$ cat src/rtl/core/pmml_pkg.sv
// ----------------------------------------------------------------------------
// pmml_pkg
// Shared types and constants for the prefix match min length block.
// ----------------------------------------------------------------------------
`default_nettype none

package pmml_pkg;

    localparam int unsigned CFG_INDEX_W = 4;
    localparam int unsigned CFG_DATA_W  = 64;
    localparam int unsigned LEN_W       = 5;
    localparam int unsigned START_W     = 32;

    // register indexes of the configuration port
    localparam logic [CFG_INDEX_W-1:0] CFG_PATTERN_LOW  = 4'd0;
    localparam logic [CFG_INDEX_W-1:0] CFG_PATTERN_HIGH = 4'd1;
    localparam logic [CFG_INDEX_W-1:0] CFG_PATTERN_LEN  = 4'd2;
    localparam logic [CFG_INDEX_W-1:0] CFG_MIN_LEN      = 4'd3;

    typedef struct packed {
        logic [7:0] text_byte;
        logic       end_of_text;
    } t_in;

    typedef struct packed {
        logic [START_W-1:0] match_start;
        logic [LEN_W-1:0]   match_length;
        logic               last_match;
    } t_out;

    // controller to datapath
    typedef struct packed {
        logic load;
        logic emit;
    } t_cmd;

    // datapath to controller
    typedef struct packed {
        logic hits;
        logic last;
        logic out_free;
    } t_status;

endpackage

`default_nettype wire

$ cat src/rtl/core/pmml_ctrl.sv
// ----------------------------------------------------------------------------
// pmml_ctrl
// Controller: takes a request, then walks the datapath through its matches.
// ----------------------------------------------------------------------------
`default_nettype none

module pmml_ctrl (
    input  wire logic              i_clk,
    input  wire logic              i_rst_n,
    input  wire logic              i_in_valid,
    output logic                   o_in_stall,
    input  wire pmml_pkg::t_status i_status,
    output pmml_pkg::t_cmd         o_cmd
);

    localparam logic ST_IDLE = 1'b0;
    localparam logic ST_EMIT = 1'b1;

    logic r_state;
    logic n_state;

    assign o_in_stall = (r_state == ST_EMIT);

    always_comb begin
        o_cmd.load = i_in_valid && (r_state == ST_IDLE);
        o_cmd.emit = (r_state == ST_EMIT) && i_status.out_free;
    end

    always_comb begin
        n_state = r_state;
        unique case (r_state)
            ST_IDLE: begin
                if (o_cmd.load && i_status.hits) begin
                    n_state = ST_EMIT;
                end
            end
            ST_EMIT: begin
                if (o_cmd.emit && i_status.last) begin
                    n_state = ST_IDLE;
                end
            end
            default: n_state = ST_IDLE;
        endcase
    end

    always_ff @(posedge i_clk) begin
        if (!i_rst_n) begin
            r_state <= ST_IDLE;
        end else begin
            r_state <= n_state;
        end
    end

endmodule

`default_nettype wire

$ cat src/rtl/core/pmml_dp.sv
// ----------------------------------------------------------------------------
// pmml_dp
// Datapath: config registers, live prefix vector, position and result register.
// ----------------------------------------------------------------------------
`default_nettype none

module pmml_dp #(
    parameter int unsigned PATTERN_MAX   = 16,
    parameter int unsigned POSITION_BITS = 32
) (
    input  wire logic                                  i_clk,
    input  wire logic                                  i_rst_n,
    input  wire logic                                  i_cfg_we,
    input  wire logic [pmml_pkg::CFG_INDEX_W-1:0]      i_cfg_index,
    input  wire logic [pmml_pkg::CFG_DATA_W-1:0]       i_cfg_data,
    input  wire pmml_pkg::t_in                         i_in_data,
    input  wire pmml_pkg::t_cmd                        i_cmd,
    output pmml_pkg::t_status                          o_status,
    output logic                                       o_out_valid,
    input  wire logic                                  i_out_stall,
    output pmml_pkg::t_out                             o_out_data
);

    localparam int unsigned IDX_W = (PATTERN_MAX > 1) ? $clog2(PATTERN_MAX) : 1;
    localparam int unsigned LEN_W = pmml_pkg::LEN_W;

    logic [63:0]              r_pat_low;
    logic [63:0]              r_pat_high;
    logic [LEN_W-1:0]         r_pat_len;
    logic [LEN_W-1:0]         r_min_len;

    logic [PATTERN_MAX-1:0]   r_live;
    logic [PATTERN_MAX-1:0]   r_pend;
    logic [POSITION_BITS-1:0] r_pos;
    logic [POSITION_BITS-1:0] r_epos;
    logic                     r_ov;
    pmml_pkg::t_out           r_out;

    logic [LEN_W-1:0]         m_eff;
    logic [LEN_W-1:0]         lmin_eff;
    logic [PATTERN_MAX-1:0]   eq;
    logic [PATTERN_MAX-1:0]   rep_mask;
    logic [PATTERN_MAX:0]     shifted;
    logic [PATTERN_MAX-1:0]   n_live;
    logic [PATTERN_MAX-1:0]   n_pend_hits;
    logic [IDX_W-1:0]         top_idx;
    logic [PATTERN_MAX-1:0]   pend_rest;
    logic [POSITION_BITS-1:0] idx_ext;
    logic [POSITION_BITS-1:0] start;

    always_comb begin
        m_eff = (r_pat_len > LEN_W'(PATTERN_MAX)) ? LEN_W'(PATTERN_MAX) : r_pat_len;
        lmin_eff = (r_min_len == '0) ? LEN_W'(1) : r_min_len;
    end

    // per-position byte compare and report window
    always_comb begin
        for (int k = 0; k < PATTERN_MAX; k++) begin
            logic [7:0] pb;
            if (k < 8) begin
                pb = r_pat_low[8*k +: 8];
            end else begin
                pb = r_pat_high[8*(k-8) +: 8];
            end
            eq[k] = (LEN_W'(k) < m_eff) && (pb == i_in_data.text_byte);
            rep_mask[k] = (LEN_W'(k + 1) >= lmin_eff);
        end
    end

    assign shifted     = {r_live, 1'b1};
    assign n_live      = shifted[PATTERN_MAX-1:0] & eq;
    assign n_pend_hits = n_live & rep_mask;

    // longest pending match first
    always_comb begin
        top_idx = '0;
        for (int k = 0; k < PATTERN_MAX; k++) begin
            if (r_pend[k]) begin
                top_idx = IDX_W'(k);
            end
        end
        pend_rest = r_pend;
        pend_rest[top_idx] = 1'b0;
    end

    assign idx_ext = POSITION_BITS'(top_idx);
    assign start   = (r_epos >= idx_ext) ? (r_epos - idx_ext) : '0;

    always_comb begin
        o_status.hits     = (n_pend_hits != '0);
        o_status.last     = (pend_rest == '0);
        o_status.out_free = !r_ov || !i_out_stall;
    end

    always_ff @(posedge i_clk) begin
        if (!i_rst_n) begin
            r_pat_low  <= '0;
            r_pat_high <= '0;
            r_pat_len  <= LEN_W'(1);
            r_min_len  <= LEN_W'(1);
        end else if (i_cfg_we) begin
            unique case (i_cfg_index)
                pmml_pkg::CFG_PATTERN_LOW:  r_pat_low  <= i_cfg_data;
                pmml_pkg::CFG_PATTERN_HIGH: r_pat_high <= i_cfg_data;
                pmml_pkg::CFG_PATTERN_LEN:  r_pat_len  <= i_cfg_data[LEN_W-1:0];
                pmml_pkg::CFG_MIN_LEN:      r_min_len  <= i_cfg_data[LEN_W-1:0];
                default: ;
            endcase
        end
    end

    always_ff @(posedge i_clk) begin
        if (!i_rst_n) begin
            r_live <= '0;
            r_pos  <= '0;
            r_pend <= '0;
            r_ov   <= 1'b0;
        end else begin
            if (i_cmd.load) begin
                r_pend <= n_pend_hits;
                if (i_in_data.end_of_text) begin
                    r_live <= '0;
                    r_pos  <= '0;
                end else begin
                    r_live <= n_live;
                    if (r_pos != '1) begin
                        r_pos <= r_pos + POSITION_BITS'(1);
                    end
                end
            end else if (i_cmd.emit) begin
                r_pend <= pend_rest;
            end
            if (i_cmd.emit) begin
                r_ov <= 1'b1;
            end else if (!i_out_stall) begin
                r_ov <= 1'b0;
            end
        end
    end

    always_ff @(posedge i_clk) begin
        if (i_cmd.load) begin
            r_epos <= r_pos;
        end
        if (i_cmd.emit) begin
            r_out.match_start  <= pmml_pkg::START_W'(start);
            r_out.match_length <= LEN_W'(top_idx) + LEN_W'(1);
            r_out.last_match   <= (pend_rest == '0);
        end
    end

    assign o_out_valid = r_ov;
    assign o_out_data  = r_out;

endmodule

`default_nettype wire

$ cat src/rtl/core/prefix_match_min_length_top.sv
// ----------------------------------------------------------------------------
// prefix_match_min_length_top
// Streaming shift-and prefix matcher reporting matches of a minimum length.
// ----------------------------------------------------------------------------
// a byte with no reportable match does not stall the input; one request per
// cycle while o_in_stall is low; a byte with n reportable matches stalls the
// input until all n are emitted (one result a cycle through the single result
// register while i_out_stall is low); each result passes r_pend, then r_out
// reset clears the live prefixes, position and config to their reset values
`default_nettype none

module prefix_match_min_length_top #(
    parameter int unsigned PATTERN_MAX   = 16,
    parameter int unsigned POSITION_BITS = 32
) (
    input  wire logic                             i_clk,
    input  wire logic                             i_rst_n,
    input  wire logic                             i_in_valid,
    output logic                                  o_in_stall,
    input  wire pmml_pkg::t_in                    i_in_data,
    output logic                                  o_out_valid,
    input  wire logic                             i_out_stall,
    output pmml_pkg::t_out                        o_out_data,
    input  wire logic                             i_cfg_valid,
    output logic                                  o_cfg_ready,
    input  wire logic [pmml_pkg::CFG_INDEX_W-1:0] i_cfg_index,
    input  wire logic [pmml_pkg::CFG_DATA_W-1:0]  i_cfg_data
);

    pmml_pkg::t_cmd    cmd;
    pmml_pkg::t_status status;

    assign o_cfg_ready = 1'b1;

    pmml_ctrl u_ctrl (
        .i_clk      (i_clk),
        .i_rst_n    (i_rst_n),
        .i_in_valid (i_in_valid),
        .o_in_stall (o_in_stall),
        .i_status   (status),
        .o_cmd      (cmd)
    );

    pmml_dp #(
        .PATTERN_MAX   (PATTERN_MAX),
        .POSITION_BITS (POSITION_BITS)
    ) u_dp (
        .i_clk       (i_clk),
        .i_rst_n     (i_rst_n),
        .i_cfg_we    (i_cfg_valid && o_cfg_ready),
        .i_cfg_index (i_cfg_index),
        .i_cfg_data  (i_cfg_data),
        .i_in_data   (i_in_data),
        .i_cmd       (cmd),
        .o_status    (status),
        .o_out_valid (o_out_valid),
        .i_out_stall (i_out_stall),
        .o_out_data  (o_out_data)
    );

endmodule

`default_nettype wire
$ cat config.mk
export PLATFORM = sky130hd
export DESIGN_NAME = prefix_match_min_length_top
export DESIGN_NICKNAME = d
export VERILOG_FILES = /design/src/rtl/core/pmml_pkg.sv /design/src/rtl/core/pmml_ctrl.sv /design/src/rtl/core/pmml_dp.sv /design/src/rtl/core/prefix_match_min_length_top.sv
export SDC_FILE = /design/constraint.sdc
export NUM_CORES = 1
export LEC_CHECK = 0
export ABC_AREA = 1
export BUFFER_PORTS_ARGS = -buffer_cell sky130_fd_sc_hd__buf_2
export CAP_MARGIN = 20
export CORE_MARGIN = 2
export CORE_UTILIZATION = 65
export DETAILED_ROUTE_END_ITERATION = 8
export GPL_ROUTABILITY_DRIVEN = 0
export PLACE_DENSITY = 0.86
export SYNTH_ARGS = -nofsm -noshare
export SYNTH_HDL_FRONTEND = slang
export SYNTH_SLANG_ARGS = --single-unit
$ cat constraint.sdc
create_clock -name i_clk -period 6.1 [get_ports i_clk]
set_input_delay 0.61 -clock i_clk [delete_from_list [all_inputs] [get_ports i_clk]]
set_output_delay 0.61 -clock i_clk [all_outputs]
set_load 0.01 [all_outputs]
==> out/metrics.sh, run 1 <==
ACHIEVABLE-FREQUENCY_GHz=0.2845
HP-CLASS='primary input to flop'
LAYOUT_SETUP_WS_NS=2.585
NETLIST_AREA_UM2=13530
WORSTREG2REGEND='u_dp.o_out_data[11]'
TIMING.HOLD.WORST_PATH_DEPTH=3
RUN_STATUS='finished, final reports clean'
ROW_COUNT=52
VIAS_IN_THE_FIRST_GLOBAL_ROUTE=12044
WORSTHOLDSTART='i_cfg_data[22]'
FINAL_SETUP_VIOLATING_ENDPOINTS=0
YOSYSTOPAREACELL='sky130_fd_sc_hd__dfxtp_1'
GLOBAL_ROUTE_WIRE_LENGTH_BEFORE_REPAIR_UM=60020
POST_CTS_BUFFERS=0
TOTALWIRELENGTH_UM=37630
HOLDPATHEND='u_dp.r_pat_low[22]'
FINAL_LAYOUT_SIZE_SUFFIX_GT1_SHARE_PCT=11.33
SYNTH_CELL_TYPES=48
TIGHTEST_SLEW_NS=0.9060
SYNTH_EDF_COUNT=70
NUM_IO_PINS=123
FINAL-HOLD-VIOLATION-COUNT=0
WORSTSETUPSTARTPOINTTYPE='flop'
POWER_FRAC_SEQ_PCT=47.1
NUMCTSBUFFERS=29
MAX_SLEW_MARGIN_PCT=39.60
PEAKVDDDROP_uV=207.0
YOSYS.CELL_COUNT.TOP_TYPE='sky130_fd_sc_hd__nand2_1'
TIMING.FINAL.CRIT_PERIOD_NS=3.515
CTS_ROOT_BUF='sky130_fd_sc_hd__clkbuf_16'
SYNTH_FF_TYPE='sky130_fd_sc_hd__dfxtp_1'
SYNTHDOMINANTCELLAREASHARE_PCT=30.04
TIMING.CRITICAL_PATH.BUF_INV=3
SLEW_VIOLATIONS=0
MAX_CAP_VIOLATIONS=0
FINALCOREUTILIZATION_PCT=75.23
FINAL.PERIOD_UTILIZATION_PCT=57.63
DP.FINAL_HPWL_UM=25390
WORSTSKEWPAIRLATENCY_NS=0.55
YOSYSWARNINGCOUNT=0
FP.DIEW_UM=148.3
COMBPWRFRAC_PCT=7.4
CTS_TREE='done'
CTS_BUFFER_DEPTH=3
UNREPAIRED_SETUP_ENDPOINTS_AFTER_GLOBAL_ROUTING='no'
CORE_AREA_UM2=20300
NETSWITCHINGPOWER_mW=0.9560
ROUTE.DETAILED.WL_PER_INST_UM=17.20
FP.DIEAREA_UM2=21980
CELLLEAKAGEPOWER_nW=5.963
ASYNC_RESET_FF_SHARE_PCT=0
PATH_TYPE_OF_THE_WORST_SETUP_PATH='flop to flop'
CTS-RESIZED-GATES=0
AVGSYNTHCELLAREA_UM2=7.482
DRC=0
LEADING_POST_SYNTHESIS_CELLS_BY_CELL_AREA='sky130_fd_sc_hd__dfxtp_1, sky130_fd_sc_hd__edfxtp_1, sky130_fd_sc_hd__nand2_1'
SYN-INSTANCE-COUNT=1808
PATH_CLK_SLEW_NS=0.06
CRIT_FAMILY='simple AND/OR/NAND/NOR gates'
HOLDBUFCOUNTCTS=0
DETAILEDROUTE.FIRSTPASSITERATIONCOUNT=7
CTS_NUM_SINKS=273
SYNTH.NET_COUNT=1900
SETUP_SLACK_OF_THE_WORST_REGISTER_TO_REGISTER_PATH_NS=2.58
SHARE_CLK_OF_TOTAL_POWER_PCT=45.5
GRT_ANTENNA_BEFORE_REPAIR=1
NETLIST_TOP_CELLS_COUNT='sky130_fd_sc_hd__nand2_1, sky130_fd_sc_hd__inv_1, sky130_fd_sc_hd__dfxtp_1'
CRITICAL_PATH.SLOWEST_CELL='sky130_fd_sc_hd__dfxtp_1'
POWER_REPORT.INTERNAL_TOTAL_mW=3.103
CRITICAL_PATH.MAX_FANOUT=27
PORTBUFFERS=121
WORST_EP_REQUIRED_NS=6.44
DRT.ANTENNA.VIOLATING_NETS=0
FINALNETCOUNT=1985
TIMING.REG2REG.WORST_PATH_DEPTH=28
RR_STARTPOINT='u_dp.r_pend[2]'
DR_TOTAL_VIAS=12989
GRT_REMAINING_OVERFLOW=0
ARRIVAL_NS=3.86
START_UTIL_PCT=66.64
WORST_CLOCK_SKEW_NS=0.01279
SYN2LAYOUT_AREA_GROWTH_PCT=12.88
GRT_UTIL_ALL_LAYERS_PCT=33.68
P_TOTAL_mW=4.059
PRE_CTS_SLACK_NS=2.709
TIMING.CRITICAL_PATH.MODE_CELL='sky130_fd_sc_hd__nand2_1'
SYNTH_SEQ_AREA_SHARE_PCT=45.58
DETAIL_ROUTE.VIAS_PER_CELL=5.939
DETAILEDROUTE.FIRSTITERATIONVIOLATIONS=1451
TIMING.SETUP.TNS_NS=0
SWSHARE_PCT=23.55
CHIPHEIGHT_UM=148.3
CRIT_PATH_MAX_INCR_DELAY_NS=0.39
CRIT_START='u_dp.r_pend[2]'
POWERDENSITY_nW_PER_UM2=265.8
GRT_START_MAX_NET_PINS=129
CRITPATHCAPTURETYPE='flop'
CLOCK_TREE.HTREE_LEVEL_COUNT=1
SYNTH-SEQ-CELLS=273
[worst max path at each step]
stage                     endpoint  slack, ns  depth (start not counted)
2_1_floorplan  u_dp.o_out_data[22]       3.24                         29
3_3_place_gp   u_dp.o_out_data[30]       2.94                         28
3_5_place_dp   u_dp.o_out_data[11]       2.71                         28
4_1_cts        u_dp.o_out_data[11]       2.64                         28
5_1_grt        u_dp.o_out_data[11]       2.25                         28
6_report       u_dp.o_out_data[11]       2.58                         28
[power groups by stage]
stage	Combinational, mW	Clock [mW]	Sequential (mW)
5_1_grt	0.332	1.92	1.91
4_1_cts	0.293	1.84	1.91
3_5_place_dp	0.289	0	1.95
6_report	0.302	1.85	1.91
3_3_place_gp	0.281	0	1.95
2_1_floorplan	0.194	0	1.94
[kinds of logic (layout without fill, tap and decap cells)]
kind of cell / count (synthesis) / in the layout / synth area share (%)
flip-flops: 273 / 273 / 45.58
adder cells (fa/ha/maj): 10 / 10 / 0.9804
other: 1 / 3 / 0.02772
buffers and inverters: 321 / 428 / 9.231
AND/OR/NAND/NOR: 682 / 682 / 22.14
XOR/XNOR: 73 / 73 / 4.726
AO/OA/AOI/OAI: 448 / 448 / 17.31
[worst register-to-register path: cells and delay by family (launching register included)]
kind,cells,cell delay (ns)
flops,1,0.39
buf+inv,3,0.33
fa+ha+maj,2,0.64
simple gates,21,1.48
compound gates,2,0.51
[metrics by stage]
step,std cells,area (um^2),hold slack (ns)
6_report,2187,15270,0.3583
5_1_grt,2187,15270,0.3740
4_1_cts,2184,15240,0.3506
3_5_place_dp,2131,14220,0.4491
3_3_place_gp,2130,14210,0.4443
2_1_floorplan,1808,13530,0.4337
[layer usage]
layer | vias to the layer above | part of all wire [%] | track usage, %
li1 | 6099 | - | -
met1 | 5897 | 40 | 46.00
met2 | 864 | 45 | 54.28
met3 | 129 | 12 | 6.043
met4 | 0 | 3.4 | 11.90
met5 | - | 0 | 0
[sequential cells by signal, summed over array words and instances (netlist names)]
| name | flops |
|---|---|
| u_ctrl.o_in_stall | 1 |
| u_dp.o_out_data | 38 |
| u_dp.o_out_valid | 1 |
| u_dp.r_epos | 32 |
| u_dp.r_live | 15 |
| u_dp.r_min_len | 5 |
| u_dp.r_pat_high | 64 |
| u_dp.r_pat_len | 5 |
| u_dp.r_pat_low | 64 |
| u_dp.r_pend | 16 |
| u_dp.r_pos | 32 |
[area by class of cell]
type | instances | area [um^2]
well taps | 270 | 337.8
multi-input cells | 1214 | 6126
diodes | 2 | 5.005
repair buffers | 131 | 706.9
clock inverters | 11 | 136.4
fillers | 1470 | 5029
inverters | 244 | 915.9
flip-flops and latches | 273 | 6166
clock buffers | 42 | 877.1
[cell usage in the layout, fill, tap and decap left out, drive strengths merged]
| master | n |
|---|---|
| nand2 | 318 |
| clkinvlp | 1 |
| o21bai | 1 |
| nand4 | 36 |
| or2 | 2 |
| a211oi | 2 |
| a31o | 1 |
| a21oi | 199 |
| and2 | 1 |
| o21ai | 204 |
| nor3b | 8 |
| nand3b | 3 |
| a31oi | 3 |
| nand3 | 68 |
| or3 | 1 |
| a21boi | 6 |
| o21a | 15 |
| diode | 2 |
| a22oi | 3 |
| inv | 242 |
| ha | 9 |
| conb | 1 |
| o31ai | 2 |
| nor2 | 202 |
| buf | 131 |
| o211ai | 4 |
| fa | 1 |
| nor4 | 4 |
| nor3 | 34 |
| and3 | 5 |
| bufinv | 3 |
| xnor2 | 34 |
| xor2 | 39 |
| dfxtp | 203 |
| edfxtp | 70 |
| clkinv | 9 |
| clkbuf | 42 |
| o22ai | 8 |
Power figures use the tool's default switching activity.
==> run 2: changes to the inputs <==
--- a/config.mk
+++ b/config.mk
@@ -5,14 +5,14 @@
 export SDC_FILE = /design/constraint.sdc
 export NUM_CORES = 1
 export LEC_CHECK = 0
-export ABC_AREA = 1
+export ABC_AREA = 0
 export BUFFER_PORTS_ARGS = -buffer_cell sky130_fd_sc_hd__buf_2
 export CAP_MARGIN = 20
 export CORE_MARGIN = 2
-export CORE_UTILIZATION = 65
+export CORE_UTILIZATION = 60
 export DETAILED_ROUTE_END_ITERATION = 8
 export GPL_ROUTABILITY_DRIVEN = 0
-export PLACE_DENSITY = 0.86
+export PLACE_DENSITY = 0.8
 export SYNTH_ARGS = -nofsm -noshare
 export SYNTH_HDL_FRONTEND = slang
 export SYNTH_SLANG_ARGS = --single-unit
==> constraint.sdc (replaced) <==
create_clock -name i_clk -period 3.5 [get_ports i_clk]
set_input_delay 0.35 -clock i_clk [delete_from_list [all_inputs] [get_ports i_clk]]
set_output_delay 0.35 -clock i_clk [all_outputs]
set_load 0.01 [all_outputs]
==> out/metrics.sh, run 2 <==
RUN_STATUS='finished, final reports clean'
CHIPHEIGHT_UM=152.5  # +2.9%
GRT_ANTENNA_BEFORE_REPAIR=0  # -1
UNREPAIRED_SETUP_ENDPOINTS_AFTER_GLOBAL_ROUTING='no'
SLEW_VIOLATIONS=0  # unchanged
TIMING.FINAL.CRIT_PERIOD_NS=3.364  # -0.1515 ns
FINAL.PERIOD_UTILIZATION_PCT=96.11  # +38 points
CRIT_FAMILY='compound AO/OA/AOI/OAI gates'
SYNTH_EDF_COUNT=70  # unchanged
WORST_CLOCK_SKEW_NS=0.007498  # -0.005293 ns
VIAS_IN_THE_FIRST_GLOBAL_ROUTE=10234  # -15%
TOTALWIRELENGTH_UM=31470  # -16%
CRITICAL_PATH.CELL_CHAIN='inv_1 > a21oi_2 > o21bai_1 > a21oi_1 > o21bai_1 > a221oi_2 > o21bai_1 > ha_1 > fa_2 > nor2b_2 > o21a_1 > nor3_2 > nand3_1 > nor2_2 > and2_1 > buf_8 > nor3_1'
PORTBUFFERS=121  # unchanged
DETAILEDROUTE.FIRSTITERATIONVIOLATIONS=906  # -38%
SYNTH.NET_COUNT=1576  # -17%
NUM_IO_PINS=123  # unchanged
CRIT_PATH_MAX_INCR_DELAY_NS=0.36  # -0.03 ns
GLOBAL_ROUTE_WIRE_LENGTH_BEFORE_REPAIR_UM=51200  # -15%
CTS_ROOT_BUF='sky130_fd_sc_hd__clkbuf_16'
PEAKVDDDROP_uV=510.0  # +150%
NETLIST_AREA_UM2=13230  # -2.2%
CORE_AREA_UM2=21760  # +7.2%
FINAL_LAYOUT_SIZE_SUFFIX_GT1_SHARE_PCT=14.12  # +2.8 points
WORSTSETUPSTARTPOINTTYPE='flop'
P_TOTAL_mW=6.660  # +64%
ARRIVAL_NS=3.73  # -0.13 ns
WORSTSKEWPAIRLATENCY_NS=0.53  # -0.02 ns
DPL-INSTANCE-AREA_UM2=14010  # -1.5%
WORST_EP_REQUIRED_NS=3.87  # -2.57 ns
CTS_NUM_SINKS=273  # unchanged
GRT_UTIL_ALL_LAYERS_PCT=26.41  # -7.3 points
SYNTH_SEQ_AREA_SHARE_PCT=46.60  # +1.0 points
DETAILEDROUTE.FIRSTPASSITERATIONCOUNT=5  # -2
ASYNC_RESET_FF_SHARE_PCT=0  # unchanged
CTS_BUFFER_DEPTH=3  # unchanged
SYNTHDOMINANTCELLAREASHARE_PCT=30.71  # +0.67 points
GRT_REMAINING_OVERFLOW=0  # unchanged
YOSYSTOPAREACELL='sky130_fd_sc_hd__dfxtp_1'
MAX_CAP_VIOLATIONS=0  # unchanged
ANTENNA-DIODE-COUNT=0  # -2
POWERDENSITY_nW_PER_UM2=443.7  # +67%
DR_TOTAL_VIAS=10680  # -18%
FINALNETCOUNT=1663  # -16%
CLOCK_TREE.HTREE_LEVEL_COUNT=1  # unchanged
TIGHTEST_SLEW_NS=1.021  # +0.1146 ns
DRC=0  # unchanged
ROW_COUNT=54  # +3.8%
FINAL_CELL_MIX='sky130_fd_sc_hd__nand2_1, sky130_fd_sc_hd__dfxtp_1, sky130_fd_sc_hd__a21boi_0'
HP-CLASS='primary input to flop'
PATH_CLK_SLEW_NS=0.06  # about the same
START_UTIL_PCT=60.82  # -5.8 points
TIMING.CRITICAL_PATH.BUF_INV=2  # -1
CELLLEAKAGEPOWER_nW=5.267  # -12%
SYNTH_CELL_TYPES=71  # +48%
SYNTH-SEQ-CELLS=273  # unchanged
SYNTH_FF_TYPE='sky130_fd_sc_hd__dfxtp_1'
CRITPATHCAPTURETYPE='flop'
FP.DIEAREA_UM2=23260  # +5.8%
NUMCTSBUFFERS=29  # unchanged
FINAL.FILL_COUNT=1734  # +18%
PATH_TYPE_OF_THE_WORST_SETUP_PATH='flop to flop'
AVGSYNTHCELLAREA_UM2=8.917  # +19%
ACHIEVABLE-FREQUENCY_GHz=0.2973  # +4.5%
CRITICAL_PATH.MAX_FANOUT=30  # +11%
DP.FINAL_HPWL_UM=20540  # -19%
DETAIL_ROUTE.VIAS_PER_CELL=5.702  # -4.0%
CRITICAL_PATH.SLOWEST_CELL='sky130_fd_sc_hd__fa_2'
SYN-INSTANCE-COUNT=1484  # -18%
SYN2LAYOUT_AREA_GROWTH_PCT=13.44
CTS_TREE='done'
HOLDBUFCOUNTCTS=0  # unchanged
GRT_START_MAX_NET_PINS=172  # +33%
YOSYS.CELL_COUNT.TOP_TYPE='sky130_fd_sc_hd__nand2_1'
FIN_AREA_UM2=15010  # -1.7%
MAX_SLEW_MARGIN_PCT=31.79  # -7.8 points
LEADING_POST_SYNTHESIS_CELLS_BY_CELL_AREA='sky130_fd_sc_hd__dfxtp_1, sky130_fd_sc_hd__edfxtp_1, sky130_fd_sc_hd__nand2_1'
YOSYSWARNINGCOUNT=0  # unchanged
FINAL-HOLD-VIOLATION-COUNT=0  # unchanged
FP.DIEW_UM=152.5  # +2.9%
TIMING.SETUP.TNS_NS=0  # unchanged
TIMING.CRITICAL_PATH.MODE_CELL='sky130_fd_sc_hd__o21bai_1'
DRT.ANTENNA.VIOLATING_NETS=0  # unchanged
FINAL_COMMON_CELL='sky130_fd_sc_hd__nand2_1'
FINAL_SETUP_VIOLATING_ENDPOINTS=0  # unchanged
NETLIST_TOP_CELLS_COUNT='sky130_fd_sc_hd__nand2_1, sky130_fd_sc_hd__dfxtp_1, sky130_fd_sc_hd__a21boi_0'
ROUTE.DETAILED.WL_PER_INST_UM=16.80  # -2.3%
[run 2: changes by cell type in the layout (fill, tap and decap cells not counted), moves of 79 or more]
cell	previous run	this run
sky130_fd_sc_hd__inv_1	238	16
sky130_fd_sc_hd__o21ai_0	201	20
sky130_fd_sc_hd__a21oi_1	199	32
sky130_fd_sc_hd__a21boi_0	6	145
sky130_fd_sc_hd__nor2_1	192	87
sky130_fd_sc_hd__xnor2_1	34	113
[run 2: stage by stage]
stage	cells	utilization, %	hold slack, ns	worst slack (ns)
after CTS	1869	68.71	0.06366	0.02721
final	1873	69.00	0.07493	0.1362
after global placement	1815	64.40	0.4192	0.1428
after floorplan	1484	-	0.4082	0.1729
after global routing	1873	69.00	0.06937	0.01127
after detailed placement	1815	64.40	0.4132	-0.01323
[run 2: layer usage]
| metal | up-vias | global-route usage [%] | routed length [um] |
|---|---|---|---|
| met5 | - | 0 | 0 |
| met3 | 87 | 3.157 | 1732 |
| met1 | 4981 | 33.90 | 13380 |
| met2 | 394 | 45.95 | 15210 |
| met4 | 0 | 9.965 | 1142 |
| li1 | 5218 | - | - |
[run 2: worst reg2reg max path, stage by stage, from the launching register on]
cell and delay [ns]:
sky130_fd_sc_hd__dfxtp_1 0.34, sky130_fd_sc_hd__inv_1 0.07, sky130_fd_sc_hd__a21oi_2 0.14, sky130_fd_sc_hd__o21bai_1 0.08, sky130_fd_sc_hd__a21oi_1 0.19, sky130_fd_sc_hd__o21bai_1 0.11, sky130_fd_sc_hd__a221oi_2 0.30, sky130_fd_sc_hd__o21bai_1 0.15
sky130_fd_sc_hd__ha_1 0.25, sky130_fd_sc_hd__fa_2 0.36, sky130_fd_sc_hd__nor2b_2 0.15, sky130_fd_sc_hd__o21a_1 0.21, sky130_fd_sc_hd__nor3_2 0.07, sky130_fd_sc_hd__nand3_1 0.15, sky130_fd_sc_hd__nor2_2 0.08, sky130_fd_sc_hd__and2_1 0.18
sky130_fd_sc_hd__buf_8 0.17, sky130_fd_sc_hd__nor3_1 0.21
[run 2: cell type report]
type | count | area [um^2] | share of cell area, %
clock buffer | 48 | 875.8 | 5.835
clock inverter | 5 | 50.05 | 0.3334
inverter | 19 | 71.32 | 0.4751
multi-input combinational | 1099 | 6659 | 44.36
sequential | 273 | 6166 | 41.08
tap | 280 | 350.3 | 2.334
timing repair buffer | 149 | 838.3 | 5.585
[run 2: timing repair]
action	CTS	global route
setup endpoints to repair	5	32
buffers inserted	1	4
cloned	0	0
pin swaps	1	6
resized for setup	1	10
[run 2: kinds of logic after synthesis]
| group | after synthesis | share of synthesized area (%) |
|---|---|---|
| AND/OR/NAND/NOR | 653 | 23.26 |
| multiplexers | 7 | 0.5484 |
| flip-flops | 273 | 46.60 |
| buffers and inverters | 112 | 3.413 |
| adder cells (fa/ha/maj) | 10 | 1.002 |
| XOR/XNOR | 183 | 12.11 |
| other | 1 | 0.02834 |
| AO/OA/AOI/OAI | 245 | 13.04 |
[run 2: worst paths after layout]
kind,from,endpoint,slack (ns),cells past startpoint
max,u_dp.r_pend[2],u_dp.o_out_data[8],0.14,17
min,i_cfg_data[56],u_dp.r_pat_high[56],0.07,3
min reg2reg,u_dp.r_pos[31],u_dp.r_epos[31],0.44,0
max reg2reg,u_dp.r_pend[2],u_dp.o_out_data[8],0.14,17
[run 2: report_power, final]
group / internal, mW / switching (mW)
Sequential: 3.27 / 0.0325
Combinational: 0.161 / 0.243
Clock: 1.77 / 1.19
Total: 5.19 / 1.47
==> run 3: changes to the inputs <==
--- a/config.mk
+++ b/config.mk
@@ -6,11 +6,11 @@
 export NUM_CORES = 1
 export LEC_CHECK = 0
 export ABC_AREA = 0
-export BUFFER_PORTS_ARGS = -buffer_cell sky130_fd_sc_hd__buf_2
 export CAP_MARGIN = 20
 export CORE_MARGIN = 2
-export CORE_UTILIZATION = 60
+export CORE_UTILIZATION = 64
 export DETAILED_ROUTE_END_ITERATION = 8
+export DONT_BUFFER_PORTS = 1
 export GPL_ROUTABILITY_DRIVEN = 0
 export PLACE_DENSITY = 0.8
 export SYNTH_ARGS = -nofsm -noshare
==> out/metrics.sh, run 3 (synthesis gave the netlist of run 2 again) <==
POST-PLACE-CELLS=1677  # -7.6%
TIMING.SETUP.TNS_NS=0  # unchanged
DRC=0  # unchanged
CRITPATHCAPTURETYPE='flop'
WORSTHOLDSTART='i_cfg_data[12]'
TOTALWIRELENGTH_UM=31720  # +0.80%
ACHIEVABLE-FREQUENCY_GHz=0.3037  # +2.2%
PATH_TYPE_OF_THE_WORST_SETUP_PATH='flop to flop'
CRIT_FAMILY='compound AO/OA/AOI/OAI gates'
WORST_CLOCK_SKEW_NS=0.009287  # +0.001789 ns
GLOBAL_ROUTE_WIRE_LENGTH_BEFORE_REPAIR_UM=51650  # +0.88%
PATH_CLK_SLEW_NS=0.06  # about the same
CTS_TREE='done'
ROW_COUNT=52  # -3.7%
INSTANCES_NO_FILL=1800  # -3.9%
FINAL_LAYOUT_SIZE_SUFFIX_GT1_SHARE_PCT=6.471  # -7.7 points
FP.DIEAREA_UM2=21840  # -6.1%
ANTENNA-DIODE-COUNT=0  # unchanged
GRT_ANTENNA_BEFORE_REPAIR=0  # unchanged
DR_TOTAL_VIAS=10685  # +0.047%
FINAL-HOLD-VIOLATION-COUNT=0  # unchanged
SYN2LAYOUT_AREA_GROWTH_PCT=13.35  # about the same
WORSTSETUPSTARTPOINTTYPE='flop'
WORSTSKEWPAIRLATENCY_NS=0.54  # about the same
CRIT_START='u_dp.r_pend[2]'
HP-CLASS='primary input to flop'
CTS_BUFFER_DEPTH=3  # unchanged
LAYOUT_SETUP_WS_NS=0.2072  # +0.07102 ns
CELLLEAKAGEPOWER_nW=5.017  # -4.7%
ARRIVAL_NS=3.69  # -0.04 ns
CTS_ROOT_BUF='sky130_fd_sc_hd__clkbuf_16'
CORE_AREA_UM2=20230  # -7.0%
CRIT_PATH_MAX_INCR_DELAY_NS=0.41  # +0.05 ns
TIMING.CRITICAL_PATH.MODE_CELL='sky130_fd_sc_hd__o21bai_1'
GRT_REMAINING_OVERFLOW=0  # unchanged
FINAL_COMMON_CELL='sky130_fd_sc_hd__nand2_1'
PEAKVDDDROP_uV=441.2  # -13%
ROUTE.DETAILED.WL_PER_INST_UM=17.62  # +4.9%
DETAILEDROUTE.FIRSTITERATIONVIOLATIONS=727  # -20%
CRITICAL_PATH.MAX_FANOUT=30  # unchanged
START_UTIL_PCT=65.40  # +4.6 points
POWERDENSITY_nW_PER_UM2=430.4  # -3.0%
RUN_STATUS='finished, final reports clean'
TIMING.FINAL.CRIT_PERIOD_NS=3.293  # -0.07102 ns
CHIPHEIGHT_UM=147.8  # -3.1%
MAX_SLEW_MARGIN_PCT=30.60  # -1.2 points
WORST_EP_REQUIRED_NS=3.90  # +0.03 ns
CRITICAL_PATH.SLOWEST_CELL='sky130_fd_sc_hd__fa_1'
DP.FINAL_HPWL_UM=19730  # -3.9%
HOLDWS_NS=0.007126  # -0.06780 ns
FP.DIEW_UM=147.8  # -3.1%
GRT_UTIL_ALL_LAYERS_PCT=28.84  # +2.4 points
CTS_NUM_SINKS=273  # unchanged
RR_STARTPOINT='u_dp.r_pend[2]'
FINALCOREUTILIZATION_PCT=74.13  # +5.1 points
FINALNETCOUNT=1602  # -3.7%
TIMING.CRITICAL_PATH.BUF_INV=2  # unchanged
MAX_CAP_VIOLATIONS=0  # unchanged
FINAL.FILL_COUNT=1387  # -20%
FINAL_SETUP_VIOLATING_ENDPOINTS=0  # unchanged
PRE_CTS_SLACK_NS=-0.01969  # -0.006458 ns
FINAL_CELL_MIX='sky130_fd_sc_hd__nand2_1, sky130_fd_sc_hd__dfxtp_1, sky130_fd_sc_hd__a21boi_0'
CLOCK_TREE.HTREE_LEVEL_COUNT=1  # unchanged
NUMCTSBUFFERS=28  # -3.4%
FINAL.PERIOD_UTILIZATION_PCT=94.08  # -2.0 points
CRITICAL_PATH.CELL_CHAIN='inv_1 > a21oi_1 > o21bai_1 > a21oi_1 > o21bai_1 > a221oi_2 > o21bai_1 > ha_1 > fa_1 > nor2b_2 > o21a_2 > nor3_2 > nand3_2 > nor2_2 > and2_1 > buf_8 > nor3_2'
TIGHTEST_SLEW_NS=1.038  # +0.01782 ns
SLEW_VIOLATIONS=0  # unchanged
DETAIL_ROUTE.VIAS_PER_CELL=5.936  # +4.1%
NUM_IO_PINS=123  # unchanged
DETAILEDROUTE.FIRSTPASSITERATIONCOUNT=8  # +3
DRT.ANTENNA.VIOLATING_NETS=0  # unchanged
VIAS_IN_THE_FIRST_GLOBAL_ROUTE=10544  # +3.0%
PORTBUFFERS=0  # -100%
GRT_START_MAX_NET_PINS=172  # unchanged
run 3: changes by cell type in the layout (fill, tap and decap cells not counted), sizes merged:
cell | previous run | this run
clkbuf | 48 | 37
clkinvlp | 0 | 1
bufinv | 1 | 0
buf | 149 | 22
dlygate4sd3 | 0 | 67
clkinv | 6 | 14
run 3: worst paths after layout:
path                         to  slack (ns)  cells after the start
max          u_dp.o_out_data[8]        0.21                     17
min          u_dp.r_pat_low[12]       0.007                      2
max reg2reg  u_dp.o_out_data[8]        0.21                     17
min reg2reg     u_dp.r_epos[31]        0.43                      0
run 3: metrics by stage:
| stage | area, um^2 | total power, mW |
|---|---|---|
| floorplan | 13230 | 3.618 |
| global placement | 13340 | 3.604 |
| detailed placement | 13340 | 3.612 |
| CTS | 14910 | 6.494 |
| global route | 15000 | 6.650 |
| finish | 15000 | 6.455 |
run 3: power by group:
group | switching, mW | internal, mW
logic | 0.181 | 0.180
clock network | 1.19 | 1.61
registers | 0.0332 | 3.27
run 3: area by class of cell:
cell class | count | area, um^2 | share of cell area (%)
Multi-Input combinational cell | 1099 | 6679 | 44.53
Sequential cell | 273 | 6166 | 41.11
Timing Repair Buffer | 89 | 875.8 | 5.839
Clock buffer | 37 | 807.0 | 5.380
Tap cell | 270 | 337.8 | 2.252
Inverter | 19 | 71.32 | 0.4755
Clock inverter | 13 | 62.56 | 0.4171
run 3: layer usage:
metal / part of all wire [%] / wire (um) / up-vias / GRT usage [%]
met2: 50 / 15700 / 442 / 52.07
met5: 0 / 0 / - / 0
met4: 4.2 / 1320 / 0 / 12.12
met3: 6.0 / 1902 / 106 / 4.414
li1: - / - / 5096 / -
met1: 40 / 12790 / 5041 / 34.20
run 3: timing repair:
item / 4_1_cts / 5_1_grt
gates resized for setup: 2 / 11
pin swaps: 1 / 4
setup endpoints to repair: 2 / 31
endpoints found under the hold margin: 171 / 0
buffers inserted: 0 / 5
hold buffers: 68 / 0
